### config.mk
export PLATFORM = sky130hd
export DESIGN_NAME = scba_class_sel
export DESIGN_NICKNAME = d
export VERILOG_FILES = /design/src/rtl/scba_pkg.sv /design/src/rtl/scba_class_sel.sv
export SDC_FILE = /design/constraint.sdc
export NUM_CORES = 1
export LEC_CHECK = 0
export BUFFER_PORTS_ARGS = -buffer_cell sky130_fd_sc_hd__buf_2
export CORE_MARGIN = 2
export CORE_UTILIZATION = 53
export DETAILED_ROUTE_END_ITERATION = 6
export PLACE_DENSITY = 0.93
export SLEW_MARGIN = 15
export SYNTH_ARGS = -nofsm -noshare
export SYNTH_HDL_FRONTEND = slang
export SYNTH_SLANG_ARGS = --single-unit
### constraint.sdc
create_clock -name vclk -period 2.9
set_input_delay 0.435 -clock vclk [all_inputs]
set_output_delay 0.435 -clock vclk [all_outputs]
set_load 0.1 [all_outputs]
### src/rtl/scba_pkg.sv
// Package for the size-class block allocator: beat structs, status and
// operation codes, controller states and the shift helpers.
// No dependencies.
package scba_pkg;

  localparam int ADDR_W   = 48;
  localparam int SIZE_W   = 32;
  localparam int LEN_W    = 33;
  localparam int CLS_W    = 3;
  localparam int SHIFT_W  = 4;
  localparam int NUM_REGS = 5;
  localparam int CFG_IDX_W = 3;

  localparam logic [SHIFT_W-1:0] SHIFT_MIN   = 4'd4;
  localparam logic [SHIFT_W-1:0] SHIFT_MAX   = 4'd12;

  localparam logic FUNC_ALLOC = 1'b0;
  localparam logic FUNC_FREE  = 1'b1;

  localparam logic [1:0] STATUS_POOL  = 2'd0;
  localparam logic [1:0] STATUS_LARGE = 2'd1;
  localparam logic [1:0] STATUS_FULL  = 2'd2;

  typedef struct packed {
    logic              func;
    logic [SIZE_W-1:0] req_size;
    logic [ADDR_W-1:0] fresh_page;
    logic [ADDR_W-1:0] user_pointer;
    logic [CLS_W-1:0]  hdr_class_in;
    logic [SIZE_W-1:0] hdr_size_in;
  } in_item_t;

  typedef struct packed {
    logic [1:0]        status;
    logic [ADDR_W-1:0] result_address;
    logic [CLS_W-1:0]  hdr_class_out;
    logic [SIZE_W-1:0] hdr_size_out;
    logic              page_taken;
    logic [LEN_W-1:0]  heap_length;
  } out_item_t;

  typedef struct packed {
    logic               found;
    logic [CLS_W-1:0]   cls;
    logic [SHIFT_W-1:0] shift;
  } sel_t;

  typedef enum logic [1:0] {
    ST_IDLE,
    ST_LOOK,
    ST_POP
  } fsm_state_t;

  function automatic logic [SHIFT_W-1:0] shift_reset(input int idx);
    case (idx)
      0:       shift_reset = 4'd5;
      1:       shift_reset = 4'd7;
      2:       shift_reset = 4'd9;
      3:       shift_reset = 4'd10;
      4:       shift_reset = 4'd11;
      default: shift_reset = SHIFT_MAX;
    endcase
  endfunction

  function automatic logic [SHIFT_W-1:0] eff_shift(input logic [SHIFT_W-1:0] s);
    if (s < SHIFT_MIN) begin
      eff_shift = SHIFT_MIN;
    end else if (s > SHIFT_MAX) begin
      eff_shift = SHIFT_MAX;
    end else begin
      eff_shift = s;
    end
  endfunction

endpackage

### src/rtl/scba_class_sel.sv
// Size-class picker: first class whose block holds the request plus header.
// Depends on scba_pkg.
module scba_class_sel import scba_pkg::*; #(
  parameter int NUM_CLASSES = 5
) (
  input  logic [LEN_W-1:0]                    need_i,
  input  logic [NUM_CLASSES-1:0][SHIFT_W-1:0] shift_i,
  output sel_t                                sel_o
);

  always_comb begin
    sel_o = '0;
    for (int i = NUM_CLASSES - 1; i >= 0; i--) begin
      if (need_i <= (LEN_W'(1) << shift_i[i])) begin
        sel_o.found = 1'b1;
        sel_o.cls   = CLS_W'(i);
        sel_o.shift = shift_i[i];
      end
    end
  end

endmodule

==> impl_metrics.yaml, run 1 <==
outcome:
  error: "[ERROR GRT-0116] Global routing finished with congestion. Check the congestion regions in the DRC Viewer."
  status: "did not finish"
  haltStage: "global routing"
yosys:
  synthCells: 393
  synth_top_area_frac: 0.374
  yosysSeqAreaShare: 0
  synthesis.nets: 526
  syn_area_sq_um: 2680
  synth_warnings: 0
  synth_area_leaders: "ha_1 37%, nand3_1 9.3%, nand2_1 9.0%, a21oi_1 5.6%, nor2b_1 4.2%"
  yosys.area.top_type: "ha_1"
  synth.distinct_cells: 41
  syn_area_per_cell_sq_um: 6.81
floorplanning:
  die_h_um: 75.1
  io_pins: 61
  die_width_um: 75.1
  core.rowCount: 25
  start_util: 0.559
global_route:
  grt_start_max_net_pins: 8
  grt_pass1_wl_mm: 31.0
  grt_pass1_vias: 5391
  track_usage: 0.746
  globalRoute.totalOverflow: 55
place:
  place.gp.congestion: 0.949
  dp_hpwl_mm: 8.37
  dpl_cell_area_sq_um: 3870
  port_buffers: 61
clocking:
  holdBufCountCts: 0
metal layers:
| metal | global-route usage | overflow |
|---|---|---|
| met4 | 0.829 | 18 |
| met2 | 0.952 | 34 |
| met5 | 0.157 | 0 |
| met1 | 0.700 | 1 |
| met3 | 0.568 | 2 |
through the flow:
stage	setup TNS, ns	std cells	setup slack [ns]
floorplan	-2.55	393	-0.413
global placement	-2.43	561	-0.351
detailed placement	-3.33	561	-0.496
CTS	-2.47	585	-0.368
synth_stat cells:
| cell | count |
|---|---|
| inv_1 | 13 |
| a21boi_0 | 2 |
| buf_2 | 12 |
| or4_1 | 1 |
| clkbuf_1 | 8 |
| a41oi_2 | 1 |
| nor3_4 | 1 |
| nor3_1 | 4 |
| a21oi_2 | 2 |
| o22a_1 | 1 |
| mux2i_1 | 4 |
| nand4_1 | 15 |
| o211a_4 | 1 |
| nor2_1 | 28 |
| o21bai_1 | 4 |
| o311ai_0 | 1 |
| o21ai_0 | 8 |
| a21o_1 | 6 |
| a211oi_1 | 5 |
| a41oi_1 | 1 |
| nand3_1 | 50 |
| a21oi_1 | 30 |
| nor3b_1 | 1 |
| o2111a_1 | 1 |
| a311oi_1 | 1 |
| nor2_2 | 1 |
| o21a_1 | 1 |
| and3_1 | 1 |
| ha_1 | 80 |
| a211o_1 | 1 |
| o211ai_1 | 1 |
| o221ai_1 | 4 |
| or3_1 | 1 |
| or4_4 | 1 |
| nor4_2 | 1 |
| a22o_1 | 4 |
| nand2_4 | 1 |
| nor2b_1 | 18 |
| nand2_1 | 64 |
| nand2b_1 | 2 |
| nor4_1 | 11 |
repair_timing:
| item | in CTS |
|---|---|
| pin swaps | 64 |
| endpoints found under the setup margin | 8 |
| setup buffers | 24 |
| resized for setup | 126 |
cell families after synthesis:
family / share of synthesized area
compound gates: 0.190
fa+ha+maj: 0.374
buf+inv: 0.0519
mux: 0.0150
simple gates: 0.369
==> run 2, diff against run 1 <==
--- a/config.mk
+++ b/config.mk
@@ -7,9 +7,9 @@
 export LEC_CHECK = 0
 export BUFFER_PORTS_ARGS = -buffer_cell sky130_fd_sc_hd__buf_2
 export CORE_MARGIN = 2
-export CORE_UTILIZATION = 53
+export CORE_UTILIZATION = 40
 export DETAILED_ROUTE_END_ITERATION = 6
-export PLACE_DENSITY = 0.93
+export PLACE_DENSITY_LB_ADDON = 0.15
 export SLEW_MARGIN = 15
 export SYNTH_ARGS = -nofsm -noshare
 export SYNTH_HDL_FRONTEND = slang
==> constraint.sdc (replaced) <==
create_clock -name vclk -period 3.8
set_input_delay 0.57 -clock vclk [all_inputs]
set_output_delay 0.57 -clock vclk [all_outputs]
set_load 0.1 [all_outputs]
==> impl_metrics.yaml, run 2 <==
pwr:
  netSwitchingFraction: 0.591
  irDropWorstVdd_mv: 0.0511
  clock_power_share: 0
  switchingPower_uw: 180
  p_leak_uw: 0.00150
  combPwrFrac: 1.000
  p_per_area_nw_per_um2: 86.6
  p_int_uw: 125
  seq_power_share: 0
  p_total_uw: 306
global_route:
  grt_start_max_net_pins: 10
  grt_pass1_vias: 2844
  globalRoute.totalOverflow: 0
  grt_pass1_wl_mm: 13.8
  track_usage: 0.234
  antenna_found_initial: 0
route:
  vias_per_cell: 5.85
  wl_per_cell_um: 17.0
  drt-initial-drc-count: 155
  drc_errors: 4
  routed_wl_mm: 9.02
  drt_first_pass_iters: 7
  vias: 3105
  ant_nets: 0
sta:
  maxSlewViolCount: 0
  period_needed_ns: 3.68
  tns_ns: 0
  setup_ws_ns: 0.123
  slew-limit-headroom: 0.665
  hold_viol: 0
  hold_ws_ns: 1.65
  max_slew.worst_pin.slew_ns: 0.506
  fmax_mhz: 272
  fin_crit_sh: 0.968
  report.final.setup_viol: 0
yosys:
  synth.distinct_cells: 41
  synthTopCellsByCount: "80 x ha_1, 64 x nand2_1, 50 x nand3_1, 30 x a21oi_1, 28 x nor2_1"
  synthCells: 393
  synthesis.nets: 526
  synth_top_area_frac: 0.374
  synth_area_leaders: "ha_1 37%, nand3_1 9.3%, nand2_1 9.0%, a21oi_1 5.6%, nor2b_1 4.2%"
  yosysMostFrequentCell: "ha_1"
  synth_warnings: 0
  yosysSeqAreaShare: 0
  syn_area_per_cell_sq_um: 6.81
  syn_area_sq_um: 2680
  yosys.area.top_type: "ha_1"
layout:
  clkbuf_count: 0
  layout_common_cells: "77 x ha_1, 64 x nand2_1, 47 x nand3_1"
  drive_gt1_frac: 0.297
  finish.net_count: 589
  area_growth_pct: 31.8
  ff_latch_area_sq_um: 0
  nFlopsAndLatches: 0
  n_antenna_cell: 0
  final_common_cell: "ha_1"
critical_path:
  path_cells: "buf_2, nor2b_4, nand3_1, ha_1, nand3_1, or3_1, o211ai_1, a21oi_2, nor2_2, nand3_2, buf_4, nor3_4, buf_12"
  arrival_ns: 3.11
  critPathLaunchType: "primary input"
  cp_num_buf_inv: 3
  crit_path_top_delay_cell: "or3_1"
  cp_common_cell: "nand3_1"
  cp_max_fo: 9
  critical_path_class: "in2out"
  critical_path_depth: 13
  critPathTopFamily: "simple AND/OR/NAND/NOR gates"
  critPathCaptureType: "primary output"
  required_ns: 3.23
  max_stage_delay_ns: 0.36
outcome:
  status: "finished, violations left"
  violations: "design-rule violations"
floorplanning:
  start_util: 0.417
  io_pins: 61
  die_width_um: 85.8
  core.rowCount: 29
  die_area_sq_um: 7360
  core_sq_um: 6420
  die_h_um: 85.8
min_path:
  worstHoldPathCells: 5
  hp-class: "in2out"
run:
  drv_cap: 0
place:
  place.gp.congestion: 0.884
  port_buffers: 61
  post-place-ws_ns: -0.0534
  dp_hpwl_mm: 7.11
clocking:
  holdBufCountCts: 0
-- run 2: cell counts after synthesis --
No cell type changed its count.
-- run 2: final cells by class --
| class | count | area, sq um |
|---|---|---|
| fill | 630 | 2890 |
| timing repair buffer | 81 | 577 |
| inverter | 13 | 48.8 |
| multi-input combinational | 360 | 2810 |
| tap | 77 | 96.3 |
-- run 2: logic make-up (layout without fill, tap and decap cells) --
| family | Yosys count | in the layout | synth area share |
|---|---|---|---|
| muxes | 4 | 4 | 0.0150 |
| buffers and inverters | 33 | 94 | 0.0519 |
| and+or+nand+nor | 201 | 201 | 0.369 |
| AOI/OAI and AO/OA | 75 | 75 | 0.190 |
| adders and majority gates | 80 | 80 | 0.374 |
-- run 2: per-layer routing --
| metal | track usage | wire [um] |
|---|---|---|
| met2 | 0.413 | 4380 |
| met4 | 0.0260 | 89 |
| met5 | 0 | 0 |
| met1 | 0.329 | 4130 |
| met3 | 0 | 412 |
-- run 2: timing repair --
item                       4_1_cts  5_1_grt
gates cloned                     0        0
buffers inserted                 0        3
pin swaps                        0       10
resized for setup                6       51
setup endpoints to repair        8        8
-- run 2: path summary, 6_finish.rpt --
path	start	end	slack, ns
hold / removal	need_i[31]	sel_o[6]	1.65
setup / recovery	shift_i[10]	sel_o[6]	0.12
-- run 2: power groups by stage --
| stage | Clock (uW) | Combinational (uW) | Sequential, uW |
|---|---|---|---|
| after floorplan | 0 | 181 | 0 |
| after global placement | 0 | 270 | 0 |
| after detailed placement | 0 | 277 | 0 |
| after CTS | 0 | 281 | 0 |
| after global routing | 0 | 344 | 0 |
| final | 0 | 306 | 0 |
-- run 2: stage by stage --
step	utilization	cell area, sq um	instances
after detailed placement	0.514	3300	528
after CTS	0.517	3320	528
after floorplan	-	2780	393
final	0.549	3530	531
after global placement	0.514	3300	528
after global routing	0.549	3530	531
Note: power is estimated with default switching activity, not from simulation.
==> run 3, diff against run 2 <==
--- a/config.mk
+++ b/config.mk
@@ -9,7 +9,7 @@
 export CORE_MARGIN = 2
 export CORE_UTILIZATION = 40
 export DETAILED_ROUTE_END_ITERATION = 6
-export PLACE_DENSITY_LB_ADDON = 0.15
+export PLACE_DENSITY_LB_ADDON = 0.2
 export SLEW_MARGIN = 15
 export SYNTH_ARGS = -nofsm -noshare
 export SYNTH_HDL_FRONTEND = slang
==> constraint.sdc (replaced) <==
create_clock -name vclk -period 4.28
set_input_delay 0.642 -clock vclk [all_inputs]
set_output_delay 0.642 -clock vclk [all_outputs]
set_load 0.1 [all_outputs]
==> impl_metrics.yaml, run 3 (synthesized netlist as in run 2, its figures left out) <==
global_route:
  grt_start_max_net_pins: 10
  antenna_found_initial: 0
  grt_pass1_wl_mm: 13.9
  grt_pass1_vias: 2903
  track_usage: 0.232
  globalRoute.totalOverflow: 0
critical_path:
  crit_path_top_delay_cell: "nor4_2"
  cp_num_buf_inv: 3
  required_ns: 3.64
  path_cells: "buf_2, inv_1, nor2_1, nand2_1, ha_1, nand4_1, nor4_2, a41oi_1, a21oi_2, nand3_1, nand3_1, o21bai_1, buf_12"
  arrival_ns: 3.39
  critical_path_class: "in2out"
  critPathLaunchType: "primary input"
  cp_common_cell: "nand3_1"
  critPathTopFamily: "simple AND/OR/NAND/NOR gates"
  max_stage_delay_ns: 0.40
  crit_start: "shift_i[3]"
  critPathCaptureType: "primary output"
  cp_max_fo: 8
floorplanning:
  die_area_sq_um: 7360
  io_pins: 61
  core.rowCount: 29
  die_width_um: 85.8
  core_sq_um: 6420
  die_h_um: 85.8
  start_util: 0.417
route:
  drt-initial-drc-count: 121
  vias_per_cell: 5.90
  vias: 3014
  ant_nets: 0
  routed_wl_mm: 8.44
  wl_per_cell_um: 16.5
  drt_first_pass_iters: 7
  drc_errors: 2
place:
  place.gp.congestion: 0.887
  post-place-ws_ns: 0.150
  dp.cells: 511
  dpl_cell_area_sq_um: 3090
  dp_hpwl_mm: 6.88
  port_buffers: 61
sta:
  setup_ws_ns: 0.248
  fmax_mhz: 248
  max_slew.worst_pin.slew_ns: 0.534
  maxSlewViolCount: 0
  period_needed_ns: 4.03
  fin_crit_sh: 0.942
  slew-limit-headroom: 0.641
  hold_viol: 0
  report.final.setup_viol: 0
layout:
  finish.net_count: 569
  n_antenna_cell: 0
  final_common_cell: "ha_1"
  area_growth_pct: 15.9
  nFlopsAndLatches: 0
  multi_input_area_sq_um: 2560
  layout_common_cells: "80 x ha_1, 64 x nand2_1, 55 x buf_2"
  final-instance-count-excl-fill: 511
  final_area_sq_um: 3100
  ff_latch_area_sq_um: 0
  drive_gt1_frac: 0.171
  clkbuf_count: 0
  fillers: 672
pwr:
  combPwrFrac: 1.000
  switchingPower_uw: 145
  p_int_uw: 89.9
  p_leak_uw: 0.00132
  p_per_area_nw_per_um2: 75.6
  irDropWorstVdd_mv: 0.0441
  netSwitchingFraction: 0.617
  seq_power_share: 0
  clock_power_share: 0
outcome:
  violations: "design-rule violations"
  status: "finished, violations left"
run:
  drv_cap: 0
min_path:
  min_from: "need_i[31]"
  hp-class: "in2out"
clocking:
  holdBufCountCts: 0
## run 3: cell types whose count changed in the layout (fill, tap and decap cells not counted), moves of 5 or more
cell | before | now
buf_4 | 23 | 0
nor2_1 | 18 | 27
nor2b_1 | 5 | 18
clkbuf_4 | 7 | 0
nor2b_2 | 7 | 0
nor2_4 | 5 | 0
buf_2 | 44 | 55
nor2b_4 | 6 | 0
## run 3: cell type report
class	count	share of cell area
Tap cell	77	0.0310
Timing Repair Buffer	61	0.127
Inverter	13	0.0157
Multi-Input combinational cell	360	0.826
## run 3: what timing repair did
item / CTS / global route
gates resized for setup: 0 / 2
endpoints found under the setup margin: 0 / 8
buffers inserted: 0 / 0
endpoints found under the hold margin: 0 / 0
## run 3: through the flow
| step | hold slack (ns) | TNS, ns | power [uW] | util |
|---|---|---|---|---|
| floorplan | 1.55 | -2.05 | 154 | - |
| global placement | 1.78 | 0 | 226 | 0.482 |
| detailed placement | 1.78 | 0 | 231 | 0.482 |
| CTS | 1.78 | 0 | 233 | 0.482 |
| global route | 1.80 | -0.0121 | 269 | 0.483 |
| finish | 1.78 | 0 | 235 | 0.483 |
## run 3: path summary, 6_finish.rpt
path	end	slack, ns	cells after the start
min	sel_o[6]	1.78	5
max	sel_o[7]	0.25	13
## run 3: power groups by stage
stage / Sequential (uW) / Combinational, uW / Clock, uW
6_report: 0 / 235 / 0
2_1_floorplan: 0 / 154 / 0
3_3_place_gp: 0 / 226 / 0
4_1_cts: 0 / 233 / 0
3_5_place_dp: 0 / 231 / 0
5_1_grt: 0 / 269 / 0
## run 3: per-layer routing
metal  global-route usage  up-vias  part of all wire
li1                     -     1547                 -
met1                0.309     1399              0.47
met2                0.417       56              0.48
met3              0.00577       12             0.026
met4               0.0476        0             0.019
met5                    0        -                 0
==> run 4, diff against run 3 <==
--- a/config.mk
+++ b/config.mk
@@ -9,7 +9,9 @@
 export CORE_MARGIN = 2
 export CORE_UTILIZATION = 40
 export DETAILED_ROUTE_END_ITERATION = 6
+export GPL_TIMING_DRIVEN = 0
 export PLACE_DENSITY_LB_ADDON = 0.2
+export RECOVER_POWER = 25
 export SLEW_MARGIN = 15
 export SYNTH_ARGS = -nofsm -noshare
 export SYNTH_HDL_FRONTEND = slang
==> constraint.sdc (replaced) <==
create_clock -name vclk -period 4.4
set_input_delay 0.66 -clock vclk [all_inputs]
set_output_delay 0.66 -clock vclk [all_outputs]
set_load 0.1 [all_outputs]
==> impl_metrics.yaml, run 4 (synthesized netlist as in run 2, its figures left out) <==
layout:
  clkbuf_count: 0
  n_antenna_cell: 0
  drive_gt1_frac: 0.152
  fillers: 692
  nFlopsAndLatches: 0
  final_area_sq_um: 3020
  utilization: 0.471
  area_growth_pct: 12.9
  final_common_cell: "ha_1"
  ff_latch_area_sq_um: 0
  multi_input_area_sq_um: 2560
  layout_common_cells: "80 x ha_1, 64 x nand2_1, 50 x nand3_1"
  final-instance-count-excl-fill: 511
  finish.net_count: 569
critical_path:
  max_stage_delay_ns: 0.53
  critical_path_class: "in2out"
  path_cells: "clkbuf_1, nor2b_1, nand3_1, ha_1, nand4_1, or4_1, o22a_1, nor2_1, nor2_1, nor2_2, nand2_1, o221ai_1, buf_4"
  arrival_ns: 3.48
  critPathLaunchType: "primary input"
  crit_path_top_delay_cell: "or4_1"
  cp_common_cell: "nor2_1"
  cp_max_fo: 9
  required_ns: 3.74
  critPathCaptureType: "primary output"
min_path:
  hp-class: "in2out"
  min_from: "need_i[31]"
  holdPathEnd: "sel_o[6]"
  worstHoldPathCells: 5
route:
  vias_per_cell: 5.92
  ant_nets: 0
  drt-initial-drc-count: 151
  vias: 3026
  drt_first_pass_iters: 6
  wl_per_cell_um: 16.4
  drc_errors: 2
  routed_wl_mm: 8.37
outcome:
  status: "finished, violations left"
  violations: "design-rule violations"
sta:
  max_slew.worst_pin.slew_ns: 0.491
  fmax_mhz: 241
  hold_viol: 0
  rsz0062_at_grt: "false"
  maxSlewViolCount: 0
  fin_crit_sh: 0.942
  period_needed_ns: 4.14
  slew-limit-headroom: 0.670
  report.final.setup_viol: 0
floorplanning:
  start_util: 0.417
  die_h_um: 85.8
  die_width_um: 85.8
  die_area_sq_um: 7360
  io_pins: 61
  core.rowCount: 29
  core_sq_um: 6420
run:
  drv_cap: 0
global_route:
  grt_pass1_wl_mm: 13.6
  grt_pass1_vias: 2832
  globalRoute.totalOverflow: 0
  grt_start_max_net_pins: 10
  track_usage: 0.226
  antenna_found_initial: 0
place:
  place.gp.congestion: 0.909
  dp_hpwl_mm: 6.84
  port_buffers: 41
  dp.cells: 511
  dpl_cell_area_sq_um: 2980
pwr:
  irDropWorstVdd_mv: 0.0344
  p_leak_uw: 0.00128
  p_per_area_nw_per_um2: 74.5
  p_total_uw: 225
## run 4: cell types whose count changed in the layout (fill, tap and decap cells not counted), moves of 3 or more
cell / before / now
buf_6: 0 / 3
clkbuf_1: 0 / 8
buf_4: 0 / 3
buf_12: 6 / 0
buf_2: 55 / 47
## run 4: area by class of cell
class                           count  area share
Timing Repair Buffer               41      0.0766
Inverter                           13      0.0161
Multi-Input combinational cell    360       0.846
Buffer                             20      0.0298
Tap cell                           77      0.0319
## run 4: layer usage
layer / routed length (um) / GRT usage / share of wire
met3: 456 / 0.0135 / 0.055
met4: 175 / 0.0491 / 0.021
met2: 3960 / 0.393 / 0.47
met5: 0 / 0 / 0
met1: 3770 / 0.309 / 0.45
## run 4: worst max path at each step
stage / from / to / slack, ns
floorplan: shift_i[12] / sel_o[1] / -0.37
global placement: shift_i[3] / sel_o[7] / -0.07
detailed placement: shift_i[3] / sel_o[7] / -0.10
CTS: shift_i[3] / sel_o[7] / 0.02
global route: shift_i[3] / sel_o[5] / 0.003
finish: shift_i[5] / sel_o[2] / 0.26
## run 4: per-stage QoR
stage	hold slack (ns)	setup slack (ns)	TNS (ns)
after floorplan	1.64	-0.367	-1.63
after global placement	1.94	-0.0696	-0.0696
after detailed placement	1.93	-0.101	-0.265
after CTS	1.92	0.0214	0
after global routing	1.85	0.00311	0
final	1.83	0.256	0
## run 4: critical path: cells and delay by family
kind / cells / cell delay [ns]
AO/OA/AOI/OAI: 2 / 0.28
adder cells (fa/ha/maj): 1 / 0.34
buffers and inverters: 2 / 0.63
AND/OR/NAND/NOR: 8 / 1.56
## run 4: power breakdown
group / switching (uW) / internal [uW]
clock network: 0 / 0
registers: 0 / 0
logic: 139 / 86.2
## run 4: repair_timing
action                     4_1_cts  5_1_grt
buffers inserted                 0        0
hold buffers                     0        0
setup endpoints to repair        5        8
resized for setup                5        8
